## config.mk

```make
export PLATFORM = sky130hd
export DESIGN_NAME = dynamic_connected_components_flat
export DESIGN_NICKNAME = d
export VERILOG_FILES = /design/src/rtl/dcc_pkg.sv /design/src/rtl/dcc_intf.sv /design/src/rtl/dcc_adj_mem.sv /design/src/rtl/dcc_lbl_mem.sv /design/src/rtl/dcc_core.sv /design/src/rtl/dynamic_connected_components.sv /design/src/flat_wrapper.sv
export SDC_FILE = /design/constraint.sdc
export NUM_CORES = 1
export LEC_CHECK = 0
export BUFFER_PORTS_ARGS = -buffer_cell sky130_fd_sc_hd__buf_2
export CORE_ASPECT_RATIO = 1.4
export CORE_MARGIN = 2
export CORE_UTILIZATION = 51
export CTS_BUF_LIST = sky130_fd_sc_hd__clkbuf_16
export DETAILED_ROUTE_END_ITERATION = 12
export PLACE_DENSITY = 0.68
export SETUP_SLACK_MARGIN = 0.1
export SLEW_MARGIN = 40
export SYNTH_ARGS = -nofsm -noshare
export SYNTH_HDL_FRONTEND = slang
export SYNTH_SLANG_ARGS = --single-unit
export TNS_END_PERCENT = 10
```

## constraint.sdc

```tcl
create_clock -name clk -period 3.5 [get_ports clk]
set_input_delay 0.35 -clock clk [delete_from_list [all_inputs] [get_ports clk]]
set_output_delay 0.35 -clock clk [all_outputs]
set_load 0.03 [all_outputs]
```

## src/rtl/dcc_pkg.sv

```systemverilog
// ----------------------------------------------------------------------------
// dcc_pkg
// Shared sizes, request codes and command structs for the dynamic
// connected components block.
// ----------------------------------------------------------------------------
package dcc_pkg;

  localparam int MAX_V  = 16;
  localparam int VID_W  = $clog2(MAX_V);
  localparam int CNT_W  = $clog2(MAX_V + 1);
  localparam int EDGE_W = 8;
  localparam int REQ_W  = 2;

  // Request codes (any other code acts as a query)
  localparam logic [REQ_W-1:0] REQ_INSERT = 2'd0;
  localparam logic [REQ_W-1:0] REQ_REMOVE = 2'd1;
  localparam logic [REQ_W-1:0] REQ_QUERY  = 2'd2;

  // Configuration register map: index taken from address bit 2
  localparam int  APB_ADDR_W  = 3;
  localparam int  APB_DATA_W  = 32;
  localparam logic REG_VIN    = 1'b0;

  typedef logic [MAX_V-1:0]  row_t;
  typedef logic [VID_W-1:0]  vid_t;
  typedef logic [CNT_W-1:0]  cnt_t;
  typedef logic [EDGE_W-1:0] edge_cnt_t;

  // Adjacency memory access: one read, one write a cycle
  typedef struct packed {
    vid_t rd_addr;
    logic wr_en;
    vid_t wr_addr;
    row_t wr_data;
  } adj_cmd_t;

  // Label memory access: two reads, one write a cycle
  typedef struct packed {
    vid_t rd_a_addr;
    vid_t rd_b_addr;
    logic wr_en;
    vid_t wr_addr;
    vid_t wr_data;
  } lbl_cmd_t;

  // Configuration seen by the core
  typedef struct packed {
    logic clr;
    cnt_t vin;
    cnt_t vin_new;
  } cfg_t;

endpackage

```

## src/rtl/dcc_intf.sv

```systemverilog
// ----------------------------------------------------------------------------
// dcc_in_if / dcc_out_if
// Valid/ready channels for request items and result items.
// ----------------------------------------------------------------------------
interface dcc_in_if;
  logic                              valid;
  logic                              ready;
  logic [dcc_pkg::REQ_W-1:0]         req_type;
  logic [3:0]                        vertex_a;
  logic [3:0]                        vertex_b;

  modport source (output valid, req_type, vertex_a, vertex_b, input ready);
  modport sink   (input valid, req_type, vertex_a, vertex_b, output ready);
endinterface

interface dcc_out_if;
  logic                              valid;
  logic                              ready;
  logic                              same_component;
  logic [4:0]                        component_count;
  logic [7:0]                        edge_count;
  logic                              bad_vertex;

  modport source (output valid, same_component, component_count, edge_count, bad_vertex,
                  input ready);
  modport sink   (input valid, same_component, component_count, edge_count, bad_vertex,
                  output ready);
endinterface

```

## src/rtl/dcc_adj_mem.sv

```systemverilog
// ----------------------------------------------------------------------------
// dcc_adj_mem
// Adjacency matrix memory, one row per vertex, registered read. Rows that
// were not written since the last clear read as zero.
// ----------------------------------------------------------------------------
module dcc_adj_mem (
  input  logic              clk,
  input  logic              rst_n,
  input  logic              clr,
  input  dcc_pkg::adj_cmd_t cmd,
  output dcc_pkg::row_t     rd_row
);

  dcc_pkg::row_t mem [dcc_pkg::MAX_V];
  dcc_pkg::row_t vld_r;
  dcc_pkg::row_t rd_data_r;
  logic          rd_vld_r;

  // Write and registered read
  always_ff @(posedge clk) begin
    if (cmd.wr_en) begin
      mem[cmd.wr_addr] <= cmd.wr_data;
    end
    rd_data_r <= mem[cmd.rd_addr];
    rd_vld_r  <= vld_r[cmd.rd_addr];
  end

  // Row valid bits, dropped on reset and clear
  always_ff @(posedge clk) begin
    if (!rst_n || clr) begin
      vld_r <= '0;
    end else if (cmd.wr_en) begin
      vld_r[cmd.wr_addr] <= 1'b1;
    end
  end

  assign rd_row = rd_vld_r ? rd_data_r : '0;

endmodule

```

## src/rtl/dcc_lbl_mem.sv

```systemverilog
// ----------------------------------------------------------------------------
// dcc_lbl_mem
// Component label memory, two registered read ports and one write port.
// Entries not written since the last clear read as their own vertex index.
// ----------------------------------------------------------------------------
module dcc_lbl_mem (
  input  logic              clk,
  input  logic              rst_n,
  input  logic              clr,
  input  dcc_pkg::lbl_cmd_t cmd,
  output dcc_pkg::vid_t     rd_a,
  output dcc_pkg::vid_t     rd_b
);

  dcc_pkg::vid_t mem [dcc_pkg::MAX_V];
  dcc_pkg::row_t vld_r;
  dcc_pkg::vid_t rd_a_data_r;
  dcc_pkg::vid_t rd_b_data_r;
  dcc_pkg::vid_t rd_a_addr_r;
  dcc_pkg::vid_t rd_b_addr_r;
  logic          rd_a_vld_r;
  logic          rd_b_vld_r;

  // Write and registered reads
  always_ff @(posedge clk) begin
    if (cmd.wr_en) begin
      mem[cmd.wr_addr] <= cmd.wr_data;
    end
    rd_a_data_r <= mem[cmd.rd_a_addr];
    rd_b_data_r <= mem[cmd.rd_b_addr];
    rd_a_addr_r <= cmd.rd_a_addr;
    rd_b_addr_r <= cmd.rd_b_addr;
    rd_a_vld_r  <= vld_r[cmd.rd_a_addr];
    rd_b_vld_r  <= vld_r[cmd.rd_b_addr];
  end

  // Entry valid bits, dropped on reset and clear
  always_ff @(posedge clk) begin
    if (!rst_n || clr) begin
      vld_r <= '0;
    end else if (cmd.wr_en) begin
      vld_r[cmd.wr_addr] <= 1'b1;
    end
  end

  assign rd_a = rd_a_vld_r ? rd_a_data_r : rd_a_addr_r;
  assign rd_b = rd_b_vld_r ? rd_b_data_r : rd_b_addr_r;

endmodule

```

## src/rtl/dcc_core.sv

```systemverilog
// ----------------------------------------------------------------------------
// dcc_core
// Request sequencer: reads, modifies and writes back the adjacency and
// label memories, keeps the counts and drives the result register.
// ----------------------------------------------------------------------------
module dcc_core (
  input  logic              clk,
  input  logic              rst_n,
  input  dcc_pkg::cfg_t     cfg,
  dcc_in_if.sink            in_ch,
  dcc_out_if.source         out_ch,
  output dcc_pkg::adj_cmd_t adj_cmd,
  input  dcc_pkg::row_t     adj_row,
  output dcc_pkg::lbl_cmd_t lbl_cmd,
  input  dcc_pkg::vid_t     lbl_a,
  input  dcc_pkg::vid_t     lbl_b
);

  localparam logic [3:0] S_IDLE  = 4'd0;
  localparam logic [3:0] S_RDA   = 4'd1;
  localparam logic [3:0] S_WRA   = 4'd2;
  localparam logic [3:0] S_RDB   = 4'd3;
  localparam logic [3:0] S_WRB   = 4'd4;
  localparam logic [3:0] S_MRG   = 4'd5;
  localparam logic [3:0] S_RSEL  = 4'd6;
  localparam logic [3:0] S_REXP  = 4'd7;
  localparam logic [3:0] S_RROW  = 4'd8;
  localparam logic [3:0] S_RDONE = 4'd9;
  localparam logic [3:0] S_RSAME = 4'd10;
  localparam logic [3:0] S_FIN   = 4'd11;

  function automatic dcc_pkg::row_t onehot(input dcc_pkg::vid_t i);
    onehot = dcc_pkg::row_t'(1) << i;
  endfunction

  function automatic dcc_pkg::vid_t lowest(input dcc_pkg::row_t v);
    lowest = '0;
    for (int j = dcc_pkg::MAX_V - 1; j >= 0; j--) begin
      if (v[j]) lowest = dcc_pkg::vid_t'(j);
    end
  endfunction

  logic [3:0]          state_r, state_nxt;
  logic [dcc_pkg::REQ_W-1:0] req_r, req_nxt;
  dcc_pkg::vid_t       va_r, va_nxt, vb_r, vb_nxt;
  dcc_pkg::vid_t       keep_r, keep_nxt, old_r, old_nxt;
  dcc_pkg::vid_t       root_r, root_nxt, pidx_r, pidx_nxt;
  dcc_pkg::cnt_t       comps_r, comps_nxt, found_r, found_nxt, iss_r, iss_nxt;
  dcc_pkg::edge_cnt_t  edges_r, edges_nxt;
  dcc_pkg::row_t       visited_r, visited_nxt, reach_r, reach_nxt;
  dcc_pkg::row_t       pending_r, pending_nxt;
  logic                same_r, same_nxt, bad_r, bad_nxt, pend_r, pend_nxt;
  logic                out_vld_r, out_vld_nxt;
  logic                o_same_r, o_same_nxt, o_bad_r, o_bad_nxt;
  dcc_pkg::cnt_t       o_comps_r, o_comps_nxt;
  dcc_pkg::edge_cnt_t  o_edges_r, o_edges_nxt;
  dcc_pkg::row_t       all_mask;
  dcc_pkg::row_t       grown;
  dcc_pkg::row_t       unvisited;
  dcc_pkg::vid_t       pick;
  logic                out_free;

  // Active vertex mask
  always_comb begin
    for (int j = 0; j < dcc_pkg::MAX_V; j++) begin
      all_mask[j] = (dcc_pkg::cnt_t'(j) < cfg.vin);
    end
  end

  assign in_ch.ready = (state_r == S_IDLE);
  assign out_free    = !out_vld_r || out_ch.ready;

  // Sequencer
  always_comb begin
    state_nxt   = state_r;
    req_nxt     = req_r;
    va_nxt      = va_r;
    vb_nxt      = vb_r;
    keep_nxt    = keep_r;
    old_nxt     = old_r;
    root_nxt    = root_r;
    pidx_nxt    = pidx_r;
    comps_nxt   = comps_r;
    found_nxt   = found_r;
    iss_nxt     = iss_r;
    edges_nxt   = edges_r;
    visited_nxt = visited_r;
    reach_nxt   = reach_r;
    pending_nxt = pending_r;
    same_nxt    = same_r;
    bad_nxt     = bad_r;
    pend_nxt    = pend_r;
    o_same_nxt  = o_same_r;
    o_bad_nxt   = o_bad_r;
    o_comps_nxt = o_comps_r;
    o_edges_nxt = o_edges_r;
    out_vld_nxt = out_vld_r && !out_ch.ready;

    adj_cmd           = '0;
    adj_cmd.rd_addr   = va_r;
    lbl_cmd           = '0;
    lbl_cmd.rd_a_addr = va_r;
    lbl_cmd.rd_b_addr = vb_r;

    grown     = adj_row & all_mask & ~reach_r;
    unvisited = ~visited_r & all_mask;
    pick      = '0;

    case (state_r)
      S_IDLE: begin
        if (in_ch.valid) begin
          req_nxt = in_ch.req_type;
          va_nxt  = dcc_pkg::vid_t'(in_ch.vertex_a);
          vb_nxt  = dcc_pkg::vid_t'(in_ch.vertex_b);
          bad_nxt = (dcc_pkg::cnt_t'(in_ch.vertex_a) >= cfg.vin) ||
                    (dcc_pkg::cnt_t'(in_ch.vertex_b) >= cfg.vin);
          if (bad_nxt) begin
            same_nxt  = 1'b0;
            state_nxt = S_FIN;
          end else begin
            state_nxt = S_RDA;
          end
        end
      end
      // Row a and both labels are being read
      S_RDA: begin
        state_nxt = S_WRA;
      end
      // Update row a and the edge count; a query compares the labels instead
      S_WRA: begin
        keep_nxt = lbl_a;
        old_nxt  = lbl_b;
        if (req_r == dcc_pkg::REQ_INSERT) begin
          adj_cmd.wr_en   = 1'b1;
          adj_cmd.wr_addr = va_r;
          adj_cmd.wr_data = adj_row | onehot(vb_r);
          if (!adj_row[vb_r]) edges_nxt = edges_r + 1'b1;
          state_nxt = S_RDB;
        end else if (req_r == dcc_pkg::REQ_REMOVE) begin
          adj_cmd.wr_en   = 1'b1;
          adj_cmd.wr_addr = va_r;
          adj_cmd.wr_data = adj_row & ~onehot(vb_r);
          if (adj_row[vb_r]) edges_nxt = edges_r - 1'b1;
          state_nxt = S_RDB;
        end else begin
          same_nxt  = (lbl_a == lbl_b);
          state_nxt = S_FIN;
        end
      end
      S_RDB: begin
        adj_cmd.rd_addr = vb_r;
        state_nxt       = S_WRB;
      end
      // Update row b, then merge, relabel or finish
      S_WRB: begin
        adj_cmd.wr_en   = 1'b1;
        adj_cmd.wr_addr = vb_r;
        if (req_r == dcc_pkg::REQ_INSERT) begin
          adj_cmd.wr_data = adj_row | onehot(va_r);
          if (keep_r != old_r) begin
            comps_nxt = comps_r - 1'b1;
            iss_nxt   = '0;
            pend_nxt  = 1'b0;
            state_nxt = S_MRG;
          end else begin
            same_nxt  = 1'b1;
            state_nxt = S_FIN;
          end
        end else begin
          adj_cmd.wr_data = adj_row & ~onehot(va_r);
          visited_nxt     = '0;
          found_nxt       = '0;
          state_nxt       = S_RSEL;
        end
      end
      // Sweep labels: read one entry, rewrite the previous one if it matches
      S_MRG: begin
        lbl_cmd.rd_a_addr = iss_r[dcc_pkg::VID_W-1:0];
        if (iss_r < cfg.vin) begin
          iss_nxt  = iss_r + 1'b1;
          pend_nxt = 1'b1;
          pidx_nxt = iss_r[dcc_pkg::VID_W-1:0];
        end else begin
          pend_nxt = 1'b0;
        end
        if (pend_r && (lbl_a == old_r)) begin
          lbl_cmd.wr_en   = 1'b1;
          lbl_cmd.wr_addr = pidx_r;
          lbl_cmd.wr_data = keep_r;
        end
        if (!pend_r && (iss_r >= cfg.vin)) begin
          same_nxt  = 1'b1;
          state_nxt = S_FIN;
        end
      end
      // Start a new component at the lowest unvisited vertex
      S_RSEL: begin
        if (unvisited == '0) begin
          comps_nxt = found_r;
          state_nxt = S_RDONE;
        end else begin
          pick        = lowest(unvisited);
          root_nxt    = pick;
          reach_nxt   = onehot(pick);
          pending_nxt = onehot(pick);
          found_nxt   = found_r + 1'b1;
          state_nxt   = S_REXP;
        end
      end
      // Expand one pending vertex: read its row, label it
      S_REXP: begin
        if (pending_r == '0) begin
          visited_nxt = visited_r | reach_r;
          state_nxt   = S_RSEL;
        end else begin
          pick            = lowest(pending_r);
          adj_cmd.rd_addr = pick;
          lbl_cmd.wr_en   = 1'b1;
          lbl_cmd.wr_addr = pick;
          lbl_cmd.wr_data = root_r;
          pending_nxt     = pending_r & ~onehot(pick);
          state_nxt       = S_RROW;
        end
      end
      // Add newly reached neighbors
      S_RROW: begin
        reach_nxt   = reach_r | grown;
        pending_nxt = pending_r | grown;
        state_nxt   = S_REXP;
      end
      S_RDONE: begin
        state_nxt = S_RSAME;
      end
      S_RSAME: begin
        same_nxt  = (lbl_a == lbl_b);
        state_nxt = S_FIN;
      end
      // Hand the result to the output register
      S_FIN: begin
        if (out_free) begin
          out_vld_nxt = 1'b1;
          o_same_nxt  = same_r;
          o_bad_nxt   = bad_r;
          o_comps_nxt = comps_r;
          o_edges_nxt = edges_r;
          state_nxt   = S_IDLE;
        end
      end
      default: begin
        state_nxt = S_IDLE;
      end
    endcase

    // Clear the graph on a vertex count write
    if (cfg.clr) begin
      comps_nxt = cfg.vin_new;
      edges_nxt = '0;
    end
  end

  // Control state
  always_ff @(posedge clk) begin
    if (!rst_n) begin
      state_r   <= S_IDLE;
      out_vld_r <= 1'b0;
      comps_r   <= dcc_pkg::cnt_t'(dcc_pkg::MAX_V);
      edges_r   <= '0;
    end else begin
      state_r   <= state_nxt;
      out_vld_r <= out_vld_nxt;
      comps_r   <= comps_nxt;
      edges_r   <= edges_nxt;
    end
  end

  // Working and result payload
  always_ff @(posedge clk) begin
    req_r     <= req_nxt;
    va_r      <= va_nxt;
    vb_r      <= vb_nxt;
    keep_r    <= keep_nxt;
    old_r     <= old_nxt;
    root_r    <= root_nxt;
    pidx_r    <= pidx_nxt;
    found_r   <= found_nxt;
    iss_r     <= iss_nxt;
    visited_r <= visited_nxt;
    reach_r   <= reach_nxt;
    pending_r <= pending_nxt;
    same_r    <= same_nxt;
    bad_r     <= bad_nxt;
    pend_r    <= pend_nxt;
    o_same_r  <= o_same_nxt;
    o_bad_r   <= o_bad_nxt;
    o_comps_r <= o_comps_nxt;
    o_edges_r <= o_edges_nxt;
  end

  assign out_ch.valid           = out_vld_r;
  assign out_ch.same_component  = o_same_r;
  assign out_ch.component_count = o_comps_r;
  assign out_ch.edge_count      = o_edges_r;
  assign out_ch.bad_vertex      = o_bad_r;

endmodule

```

## src/rtl/dynamic_connected_components.sv

```systemverilog
// ----------------------------------------------------------------------------
// dynamic_connected_components
// Connected components of a 16-vertex undirected graph kept up to date
// under edge inserts and removals.
// ----------------------------------------------------------------------------
// The block takes one item at a time. A query reads row a and both labels
// and goes to the result register; an insert also updates rows a and b,
// plus a label sweep when two components merge; a remove updates both
// rows and then searches for the components anew, reading one adjacency
// row per vertex from the row memory's single read port. A bad vertex
// number goes straight to the result state. The last cycle of an item
// repeats while the result register still holds an unread result. The
// result register lets the next item be accepted while a result waits.
// Reset and a write of the vertex count clear the graph at once through
// per-row valid bits; no clearing pass is needed. The vertex count
// register sits at byte address 0.
// ----------------------------------------------------------------------------
module dynamic_connected_components (
  input  logic                              clk,
  input  logic                              rst_n,
  dcc_in_if.sink                            in_ch,
  dcc_out_if.source                         out_ch,
  input  logic                              cfg_psel,
  input  logic                              cfg_penable,
  input  logic                              cfg_pwrite,
  input  logic [dcc_pkg::APB_ADDR_W-1:0]    cfg_paddr,
  input  logic [dcc_pkg::APB_DATA_W-1:0]    cfg_pwdata,
  output logic [dcc_pkg::APB_DATA_W-1:0]    cfg_prdata,
  output logic                              cfg_pready
);

  dcc_pkg::cnt_t     vin_r, vin_nxt;
  dcc_pkg::cnt_t     wr_val;
  logic              vin_wr;
  dcc_pkg::cfg_t     cfg;
  dcc_pkg::adj_cmd_t adj_cmd;
  dcc_pkg::lbl_cmd_t lbl_cmd;
  dcc_pkg::row_t     adj_row;
  dcc_pkg::vid_t     lbl_a;
  dcc_pkg::vid_t     lbl_b;

  // Register write decode and clamp
  assign vin_wr = cfg_psel && cfg_penable && cfg_pwrite && cfg_pready &&
                  (cfg_paddr[2] == dcc_pkg::REG_VIN);
  assign wr_val = cfg_pwdata[dcc_pkg::CNT_W-1:0];

  always_comb begin
    vin_nxt = vin_r;
    if (vin_wr) begin
      if (wr_val == '0) begin
        vin_nxt = dcc_pkg::cnt_t'(1);
      end else if (wr_val > dcc_pkg::cnt_t'(dcc_pkg::MAX_V)) begin
        vin_nxt = dcc_pkg::cnt_t'(dcc_pkg::MAX_V);
      end else begin
        vin_nxt = wr_val;
      end
    end
  end

  always_ff @(posedge clk) begin
    if (!rst_n) begin
      vin_r <= dcc_pkg::cnt_t'(dcc_pkg::MAX_V);
    end else begin
      vin_r <= vin_nxt;
    end
  end

  // Register read back
  assign cfg_pready = 1'b1;
  assign cfg_prdata = (cfg_paddr[2] == dcc_pkg::REG_VIN) ?
                      dcc_pkg::APB_DATA_W'(vin_r) : '0;

  assign cfg.clr     = vin_wr;
  assign cfg.vin     = vin_r;
  assign cfg.vin_new = vin_nxt;

  dcc_adj_mem u_adj_mem (
    .clk    (clk),
    .rst_n  (rst_n),
    .clr    (cfg.clr),
    .cmd    (adj_cmd),
    .rd_row (adj_row)
  );

  dcc_lbl_mem u_lbl_mem (
    .clk   (clk),
    .rst_n (rst_n),
    .clr   (cfg.clr),
    .cmd   (lbl_cmd),
    .rd_a  (lbl_a),
    .rd_b  (lbl_b)
  );

  dcc_core u_core (
    .clk     (clk),
    .rst_n   (rst_n),
    .cfg     (cfg),
    .in_ch   (in_ch),
    .out_ch  (out_ch),
    .adj_cmd (adj_cmd),
    .adj_row (adj_row),
    .lbl_cmd (lbl_cmd),
    .lbl_a   (lbl_a),
    .lbl_b   (lbl_b)
  );

endmodule

```

## src/flat_wrapper.sv

```systemverilog
// flat-port wrapper written by rule: the top's interface ports become plain ports
module dynamic_connected_components_flat 
  (clk, rst_n, cfg_psel, cfg_penable, cfg_pwrite, cfg_paddr, cfg_pwdata, cfg_prdata, cfg_pready, in_ch_valid, in_ch_req_type, in_ch_vertex_a, in_ch_vertex_b, in_ch_ready, out_ch_valid, out_ch_same_component, out_ch_component_count, out_ch_edge_count, out_ch_bad_vertex, out_ch_ready);
  dcc_in_if in_ch_i ();
  dcc_out_if out_ch_i ();
  input  logic clk;
  input  logic rst_n;
  input  logic cfg_psel;
  input  logic cfg_penable;
  input  logic cfg_pwrite;
  input  logic [dcc_pkg::APB_ADDR_W-1:0] cfg_paddr;
  input  logic [dcc_pkg::APB_DATA_W-1:0] cfg_pwdata;
  output logic [dcc_pkg::APB_DATA_W-1:0] cfg_prdata;
  output logic cfg_pready;
  input wire logic [$bits(in_ch_i.valid)-1:0] in_ch_valid;
  input wire logic [$bits(in_ch_i.req_type)-1:0] in_ch_req_type;
  input wire logic [$bits(in_ch_i.vertex_a)-1:0] in_ch_vertex_a;
  input wire logic [$bits(in_ch_i.vertex_b)-1:0] in_ch_vertex_b;
  output wire logic [$bits(in_ch_i.ready)-1:0] in_ch_ready;
  output wire logic [$bits(out_ch_i.valid)-1:0] out_ch_valid;
  output wire logic [$bits(out_ch_i.same_component)-1:0] out_ch_same_component;
  output wire logic [$bits(out_ch_i.component_count)-1:0] out_ch_component_count;
  output wire logic [$bits(out_ch_i.edge_count)-1:0] out_ch_edge_count;
  output wire logic [$bits(out_ch_i.bad_vertex)-1:0] out_ch_bad_vertex;
  input wire logic [$bits(out_ch_i.ready)-1:0] out_ch_ready;
  assign in_ch_i.valid = in_ch_valid;
  assign in_ch_i.req_type = in_ch_req_type;
  assign in_ch_i.vertex_a = in_ch_vertex_a;
  assign in_ch_i.vertex_b = in_ch_vertex_b;
  assign in_ch_ready = in_ch_i.ready;
  assign out_ch_valid = out_ch_i.valid;
  assign out_ch_same_component = out_ch_i.same_component;
  assign out_ch_component_count = out_ch_i.component_count;
  assign out_ch_edge_count = out_ch_i.edge_count;
  assign out_ch_bad_vertex = out_ch_i.bad_vertex;
  assign out_ch_i.ready = out_ch_ready;
  dynamic_connected_components u_core (.clk(clk), .rst_n(rst_n), .in_ch(in_ch_i), .out_ch(out_ch_i), .cfg_psel(cfg_psel), .cfg_penable(cfg_penable), .cfg_pwrite(cfg_pwrite), .cfg_paddr(cfg_paddr), .cfg_pwdata(cfg_pwdata), .cfg_prdata(cfg_prdata), .cfg_pready(cfg_pready));
endmodule
```

==> impl_metrics.json, run 1 <==
{
  "dr.pass1.iters": 5,
  "worstSetupPathType": "register to register",
  "drt_first_iter_violations": 1524,
  "route.met3.wl_um": 3000,
  "stdcell_area_sq_um": 26900,
  "synthToLayoutAreaGrowth_pct": 12.1,
  "ys_ff_latch": 512,
  "synth_cells": 2036,
  "setup_viol": 0,
  "grt_max_degree": 71,
  "async_flop_share_pct": 0,
  "num_rows": 94,
  "vias_per_cell": 6.00,
  "diodes": 0,
  "endpoint_kind": "register",
  "crit_start": "u_core.u_core.state_r[2]",
  "leakage_nw": 9.40,
  "ant_nets": 0,
  "worst_ep_required_time_ns": 3.95,
  "yosys_most_used_dff": "edfxtp_1",
  "clock_path_buffers": 3,
  "cts_tree": "yes",
  "coreArea_sq_um": 46700,
  "hold_start": "cfg_pwdata[1]",
  "holdPathStages": 3,
  "synth-edff-count": 422,
  "fin_tns_setup_ns": 0,
  "overflow": 0,
  "avgSynthCellArea_sq_um": 11.8,
  "place_area_sq_um": 25300,
  "grt_pass1_wl_um": 93200,
  "synth_area_sq_um": 24000,
  "num_io_pins": 102,
  "die_x_um": 187,
  "min_to": "u_core.vin_r[1]",
  "antenna_found_initial": 0,
  "htree_num_levels": 2,
  "numCtsBuffers": 49,
  "outcome": "finished clean",
  "place_congestion": 0.964,
  "n_fill_cell": 3791,
  "met1_length_um": 23300,
  "hold_viol_final": 0,
  "skew_ns": 0.0178,
  "timing.final.crit_share_pct": 91.2,
  "ys_seq_area_share_pct": 60.3,
  "routed.top_layer": "met4",
  "hpwl_um": 41600,
  "max_freq_ghz": 0.313,
  "finalMaxSlewViolations": 0,
  "maxCapViolations": 0,
  "mostFrequentLayoutCell": "edfxtp_1",
  "rr_endpoint": "u_core.u_adj_mem.rd_vld_r",
  "drt-total-wl_um": 61200,
  "avgRoutedWirePerCell_um": 22.0,
  "ys_warn_count": 0,
  "grt_pass1_vias": 16700,
  "drive_gt1_share_pct": 14.2,
  "ir_worst_vdd_mv": 0.404,
  "path_clk_slew_ns": 0.06,
  "layout.nets": 2193,
  "vias": 16700,
  "cts_setup_buffers": 0,
  "finalCriticalPeriod_ns": 3.19,
  "die_h_um": 261,
  "wl_met2_um": 31400,
  "min_path_type": "input port to register",
  "worstMarginPinSlew_ns": 0.872,
  "rsz0062_at_grt": "no",
  "dieArea_sq_um": 48800,
  "rr_worst_depth": 8,
  "reg2reg_setup_slack_ns": 0.31,
  "slew_headroom_pct": 41.8,
  "reg2reg_from": "u_core.u_core.state_r[2]",
  "power_mw": 14.0,
  "place.port_buffers": 44,
  "arrival_ns": 3.65,
  "start_util_pct": 51.4,
  "crit_fanout": 37,
  "clock_latency_ns": 0.58,
  "ys_types": 84,
  "grt_usage_pct": 24.8,
  "clockRootBuffer": "clkbuf_16",
  "cp-start-kind": "register",
  "mostFrequentLayoutCells": "edfxtp_1 (422), nor2_1 (178), nand2_1 (172), buf_4 (98), dfxtp_1 (90)",
  "drc": 0,
  "cts.sink_count": 512,
  "p_per_area_nw_per_um2": 520
}
## area by class of cell
cell class	count	area [sq um]	area share [%]
well taps	624	781	2.90
flip-flops and latches	512	14500	53.8
clock inverters	43	303	1.13
repair buffers	158	1180	4.37
clock buffers	49	1230	4.56
multi-input cells	1360	8810	32.7
inverters	37	139	0.516
## sequential cells by signal, summed over array words and instances, names as in the netlist, 5 cells and up
register,flops
u_core.u_lbl_mem.vld_r,16
u_core.u_adj_mem.vld_r,16
u_core.u_core.out_ch.component_count,5
u_core.u_core.pending_r,16
u_core.u_lbl_mem.mem,64
u_core.u_core.iss_r,5
u_core.vin_r,5
u_core.u_core.reach_r,16
u_core.u_core.found_r,5
u_core.u_adj_mem.rd_data_r,16
u_core.u_core.comps_r,5
u_core.u_core.visited_r,16
u_core.u_adj_mem.mem,256
u_core.u_core.edges_r,8
u_core.u_core.out_ch.edge_count,8
## stage by stage
step | hold WS (ns) | utilization, % | setup slack, ns | cells
6_report | 0.0670 | 57.6 | 0.308 | 2783
5_1_grt | 0.0624 | 57.6 | 0.118 | 2783
4_1_cts | 0.0457 | 57.6 | 0.160 | 2783
3_5_place_dp | 0.427 | 54.1 | 0.161 | 2681
3_3_place_gp | 0.414 | 54.1 | 0.276 | 2681
2_1_floorplan | 0.360 | - | 0.342 | 2062
## power by group
part           switching [mW]  internal (mW)  total (mW)
registers               0.157           6.77        6.92
logic                    1.24          0.762        2.00
clock network            2.28           2.79        5.07
## how the worst max path moves through the flow
stage	cells past startpoint	slack, ns	endpoint
3_3_place_gp	8	0.28	u_core.u_adj_mem.rd_data_r[5]
4_1_cts	8	0.16	u_core.u_adj_mem.rd_data_r[4]
5_1_grt	8	0.12	u_core.u_core.pending_r[2]
3_5_place_dp	8	0.16	u_core.u_adj_mem.rd_data_r[4]
2_1_floorplan	6	0.34	u_core.u_core.pending_r[0]
6_report	8	0.31	u_core.u_adj_mem.rd_vld_r
## cells in the mapped netlist, types with 6 or more instances
library cell,instances,share of area (%)
a211oi_1,11,0.34
a21boi_0,69,2.2
a21boi_1,6,0.19
a21o_1,15,0.47
a21oi_1,70,1.5
a22o_1,8,0.29
a22oi_1,10,0.31
a311oi_1,11,0.40
a31oi_1,20,0.52
and2_1,18,0.47
and3_1,86,2.2
buf_1,9,0.14
buf_2,29,0.60
buf_4,31,0.97
clkbuf_1,79,1.2
dfxtp_1,90,7.5
edfxtp_1,422,53
ha_1,22,1.1
inv_1,35,0.55
mux2_2,20,0.94
mux2i_1,83,3.5
mux4_2,25,2.3
nand2_1,172,2.7
nand2b_1,19,0.50
nand3_1,29,0.60
nand4_1,19,0.50
nor2_1,180,2.8
nor2b_1,24,0.63
nor3_1,24,0.50
nor4_1,12,0.31
o211ai_1,11,0.34
o21a_1,31,0.97
o21ai_0,92,1.9
o21ai_1,46,0.96
o21ai_2,10,0.36
o22ai_1,61,1.6
or3_1,23,0.60
xnor2_1,22,0.80
xor2_1,8,0.29
## worst max-delay path, stage by stage (launching register included)
cell	delay, ns
dfxtp_1	0.53
and4bb_2	0.35
a22o_1	0.19
a31o_1	0.21
a21oi_4	0.32
buf_4	0.60
mux2i_1	0.42
o22ai_1	0.12
or3_1	0.31
## cells by family after synthesis
family / count (synthesis) / share of synthesized area, %
AO/OA/AOI/OAI: 515 / 13.9
XOR/XNOR: 30 / 1.09
adder cells (fa/ha/maj): 23 / 1.23
buffers and inverters: 190 / 3.74
flip-flops: 512 / 60.3
multiplexers: 128 / 6.75
other: 2 / 0.0313
AND/OR/NAND/NOR: 636 / 12.9
## routing by layer
metal	vias to the layer above	global-route usage (%)
met4	0	14.0
met5	-	0
met3	183	2.99
met1	8139	28.3
met2	605	45.3
li1	7772	-
## repair_timing
action,4_1_cts,5_1_grt
hold buffers,10,0
gates resized for setup,0,1
hold endpoints to repair,10,0
endpoints found under the setup margin,0,17
No activity file was read; power rests on OpenSTA's default activity.
==> run 2: changes to the inputs <==
- CORE_UTILIZATION: 51 -> 39
- PLACE_DENSITY: 0.68 -> 0.55
==> run 2 against run 1 <==
Sequential power about the same. Non-clock buffer count increased by 25. Combinational power increased by 3%. Routed wire length increased by 5.8%. Largest power group unchanged. Highest routed layer unchanged.
==> impl_metrics.json, run 2 (synthesized netlist as in run 1, its figures left out) <==
{
  "vias": 16600,
  "htree_num_levels": 2,
  "synthToLayoutAreaGrowth_pct": 14.5,
  "mostFrequentLayoutCells": "edfxtp_1 (422), nor2_1 (178), nand2_1 (172), buf_4 (121)",
  "finalCriticalPeriod_ns": 3.24,
  "endpoint_kind": "register",
  "num_rows": 107,
  "setup_viol": 0,
  "num_io_pins": 102,
  "worst_ep_required_time_ns": 3.97,
  "overflow": 0,
  "rr_endpoint": "u_core.u_adj_mem.rd_data_r[1]",
  "min_to": "u_core.vin_r[1]",
  "arrival_ns": 3.71,
  "grt_pass1_vias": 16800,
  "route.met3.wl_um": 2320,
  "place_congestion": 0.936,
  "vias_per_cell": 5.53,
  "dr.pass1.iters": 5,
  "hpwl_um": 46100,
  "worstSetupPathType": "register to register",
  "holdPathStages": 3,
  "timing.final.crit_share_pct": 92.6,
  "die_h_um": 298,
  "max_stage_delay_ns": 0.58,
  "ir_worst_vdd_mv": 0.447,
  "reg_top3": "u_core.u_adj_mem.mem x256, u_core.u_lbl_mem.mem x64",
  "wl_met2_um": 34900,
  "grt_max_degree": 45,
  "grt_pass1_wl_um": 98600,
  "postLayoutCoreUtil_pct": 45.1,
  "numCtsBuffers": 51,
  "drt-total-wl_um": 64800,
  "hold_start": "cfg_pwdata[1]",
  "grt_usage_pct": 20.4,
  "worstMarginPinSlew_ns": 0.853,
  "drive_gt1_share_pct": 15.3,
  "cts.sink_count": 512,
  "skew_ns": 0.0276,
  "met1_length_um": 24200,
  "largest_reg_flops": 256,
  "path_clk_slew_ns": 0.06,
  "crit_top_cell": "buf_12",
  "clock_path_buffers": 3,
  "cp-start-kind": "register",
  "routed.top_layer": "met4",
  "leakage_nw": 9.58,
  "rr_worst_depth": 10,
  "diodes": 0,
  "power_mw": 14.3,
  "coreArea_sq_um": 60900,
  "reg2reg_setup_slack_ns": 0.26,
  "start_util_pct": 39.4,
  "clockRootBuffer": "clkbuf_16",
  "antenna_found_initial": 0,
  "largest_register": "u_core.u_adj_mem.mem",
  "fin_tns_setup_ns": 0,
  "hold_viol_final": 0,
  "mostFrequentLayoutCell": "edfxtp_1",
  "reg2reg_from": "u_core.u_core.pending_r[2]",
  "rsz0062_at_grt": "yes",
  "drc": 0,
  "ant_nets": 0,
  "drt_first_iter_violations": 897,
  "max_freq_ghz": 0.309,
  "slew_headroom_pct": 42.6,
  "clock_latency_ns": 0.61,
  "cts_tree": "yes",
  "finalMaxSlewViolations": 0,
  "dieArea_sq_um": 63600,
  "die_x_um": 214,
  "maxCapViolations": 0,
  "layout.nets": 2220,
  "place.port_buffers": 44,
  "p_per_area_nw_per_um2": 521,
  "critPathSlowestCell": "or4_4",
  "min_path_type": "input port to register",
  "avgRoutedWirePerCell_um": 21.6,
  "crit_path_cell_trace": "or4_4, and4b_1, a21oi_1, a2bb2oi_4, buf_12, buf_12, and3_1, o21ai_0, nand4_1, or3_1",
  "outcome": "finished clean",
  "crit_fanout": 37
}
## run 2: critical path, delay by kind of cell (launching register included)
kind / cells / cell delay [ns]
and+or+nand+nor: 5 / 1.76
DFF: 1 / 0.45
buffers and inverters: 2 / 0.35
AOI/OAI and AO/OA: 3 / 0.55
## run 2: final cells by class
cell class,instances,area (sq um)
Tap cell,817,1020
Timing Repair Buffer,183,1370
Fill cell,5542,33400
Clock inverter,43,328
Multi-Input combinational cell,1360,8820
Clock buffer,53,1330
Inverter,37,139
Sequential cell,512,14500
## run 2: how the worst max path moves through the flow
stage,startpoint,end
floorplan,u_core.vin_r[0],u_core.u_core.pending_r[0]
finish,u_core.u_core.pending_r[2],u_core.u_adj_mem.rd_data_r[1]
CTS,u_core.u_core.pending_r[2],u_core.u_adj_mem.rd_data_r[1]
global route,u_core.u_core.state_r[2],u_core.u_lbl_mem.mem[1][2]
global placement,u_core.u_core.pending_r[2],u_core.u_adj_mem.rd_data_r[1]
detailed placement,u_core.u_core.pending_r[2],u_core.u_adj_mem.rd_data_r[1]
## run 2: report_power, final
| part | total (mW) | switching, mW | internal, mW |
|---|---|---|---|
| combinational | 2.05 | 1.27 | 0.786 |
| clock | 5.33 | 2.29 | 3.04 |
| sequential | 6.94 | 0.175 | 6.77 |
## run 2: layer usage
metal	vias to the layer above	GRT usage (%)
met5	-	0
met4	0	10.1
met3	183	2.65
met2	434	38.2
met1	8179	22.3
li1	7836	-
## run 2: what timing repair did
item                                   CTS  global route
buffers inserted                         0             0
hold buffers                            10             0
endpoints found under the hold margin   10             0
setup endpoints to repair                0            13
resized for setup                        0             1
## run 2: stage by stage
step                hold slack, ns  cells  worst slack (ns)  cell area (sq um)
finish                      0.0305   3005             0.260              27500
global placement             0.440   2898             0.327              25700
CTS                        0.00483   3004             0.302              27500
global route                0.0406   3005            0.0968              27500
detailed placement           0.446   2898             0.302              25700
floorplan                    0.360   2062             0.342              24100
==> run 3: changes to the inputs <==
- HOLD_SLACK_MARGIN: not set -> 0.15
==> run 3 against run 2 <==
Critical path depth unchanged. Global-route usage about the same. Fmax up 0.32%. Combinational power about the same. Clock power about the same. Register-to-register slack about the same. Highest routed layer unchanged. Cell area up 0.26%. Largest cell class unchanged. Die area unchanged. Cell count up 0.23%. Largest power group unchanged.
==> impl_metrics.json, run 3 (synthesized netlist as in run 1, its figures left out) <==
{
  "worstMarginPinSlew_ns": 0.845,
  "antenna_found_initial": 0,
  "place.port_buffers": 44,
  "grt_pass1_vias": 16800,
  "crit_fanout": 37,
  "drt-total-wl_um": 64800,
  "arrival_ns": 3.69,
  "cp-start-kind": "register",
  "fin_tns_setup_ns": 0,
  "drive_gt1_share_pct": 15.3,
  "skew_ns": 0.0293,
  "htree_num_levels": 2,
  "diodes": 0,
  "die_x_um": 214,
  "hold_viol_final": 0,
  "postLayoutCoreUtil_pct": 45.2,
  "grt_use_met3_pct": 2.66,
  "register_area_sq_um": 14500,
  "cts_setup_buffers": 0,
  "dieArea_sq_um": 63600,
  "largest_register": "u_core.u_adj_mem.mem",
  "hpwl_um": 46100,
  "overflow": 0,
  "place_congestion": 0.936,
  "vias_per_cell": 5.52,
  "endpoint_kind": "register",
  "numCtsBuffers": 51,
  "multiInputGateArea_sq_um": 8820,
  "vias": 16600,
  "finalMaxSlewViolations": 0,
  "clockRootBuffer": "clkbuf_16",
  "worst_ep_required_time_ns": 3.96,
  "maxCapViolations": 0,
  "leakage_nw": 9.61,
  "drt_first_iter_violations": 935,
  "outcome": "finished clean",
  "p_per_area_nw_per_um2": 520,
  "n_fill_cell": 5537,
  "min_path_type": "input port to register",
  "finalCriticalPeriod_ns": 3.23,
  "grt_usage_pct": 20.5,
  "timing.final.crit_share_pct": 92.3,
  "layout.nets": 2227,
  "grt_max_degree": 45,
  "cts.sink_count": 512,
  "ir_worst_vdd_mv": 0.447,
  "avgRoutedWirePerCell_um": 21.5,
  "worstSetupPathType": "register to register",
  "grtUsageMet2_pct": 38.2,
  "ant_nets": 0,
  "path_clk_slew_ns": 0.06,
  "mostFrequentLayoutCell": "edfxtp_1",
  "coreArea_sq_um": 60900,
  "setup_viol": 0,
  "start_util_pct": 39.4,
  "num_rows": 107,
  "rsz0062_at_grt": "yes",
  "reg_top3": "u_core.u_adj_mem.mem x256, u_core.u_lbl_mem.mem x64",
  "grt_pass1_wl_um": 98700,
  "clock_path_buffers": 3,
  "slew_headroom_pct": 43.1,
  "dr.pass1.iters": 5,
  "die_h_um": 298,
  "clock_latency_ns": 0.61,
  "synthToLayoutAreaGrowth_pct": 14.8,
  "drc": 0,
  "busiest_layer": "met2",
  "num_io_pins": 102,
  "largest_reg_flops": 256,
  "max_freq_ghz": 0.310,
  "met1_usage_pct": 22.3,
  "cts_tree": "yes",
  "mostFrequentLayoutCells": "edfxtp_1 (422), nor2_1 (178), nand2_1 (172), buf_4 (121)"
}
==> run 3: cell types whose count changed in the layout (fill, tap and decap cells not counted), sizes merged <==
| cell | change |
|---|---|
| dlygate4sd3 | +7 |
==> run 3: worst max-delay path, cell delays in order (launching register included) <==
cell and delay [ns]:
edfxtp_1 0.45, or4_4 0.58, and4b_1 0.45, a21oi_1 0.16, a2bb2oi_4 0.17, buf_12 0.17, buf_12 0.18, and3_1 0.18
o21ai_0 0.22, nand4_1 0.18, or3_1 0.36
==> run 3: worst paths after layout <==
path,startpoint,end,slack [ns],cells past startpoint
worst max register to register,u_core.u_core.pending_r[2],u_core.u_adj_mem.rd_data_r[1],0.27,10
worst max-delay path,u_core.u_core.pending_r[2],u_core.u_adj_mem.rd_data_r[1],0.27,10
worst min-delay path,cfg_pwdata[4],u_core.vin_r[0],0.18,4
worst min register to register,u_core.u_core.comps_r[1],u_core.u_core.out_ch.component_count[1],0.46,0
==> run 3: timing repair <==
| action | in CTS | in global routing |
|---|---|---|
| gates resized for setup | 0 | 1 |
| hold endpoints to repair | 21 | 0 |
| hold buffers | 17 | 0 |
| endpoints found under the setup margin | 0 | 13 |
==> run 3: metrics by stage <==
| stage | hold WS (ns) | worst slack (ns) | cells | power (mW) | area [sq um] |
|---|---|---|---|---|---|
| floorplan | 0.360 | 0.342 | 2062 | 8.44 | 24100 |
| finish | 0.181 | 0.271 | 3012 | 14.3 | 27600 |
| detailed placement | 0.446 | 0.302 | 2898 | 9.11 | 25700 |
| global placement | 0.440 | 0.327 | 2898 | 9.08 | 25700 |
| CTS | 0.152 | 0.302 | 3011 | 14.5 | 27500 |
| global route | 0.183 | 0.0968 | 3012 | 14.9 | 27600 |
==> run 3: report_power, final <==
part / internal (mW) / switching (mW)
Clock: 3.04 / 2.30
Sequential: 6.77 / 0.175
Combinational: 0.790 / 1.27
==> run 3: final cells by class <==
cell class              count  area share [%]
clock inverters            43            1.19
repair buffers            190            5.24
multi-input cells        1360            32.0
flip-flops and latches    512            52.5
clock buffers              53            4.81
inverters                  37           0.504
well taps                 817            3.71
==> run 3: per-layer routing <==
| layer | up-vias | share of wire (%) |
|---|---|---|
| met4 | 0 | 5.2 |
| met3 | 181 | 3.7 |
| li1 | 7850 | - |
| met1 | 8159 | 37 |
| met5 | - | 0 |
| met2 | 448 | 54 |
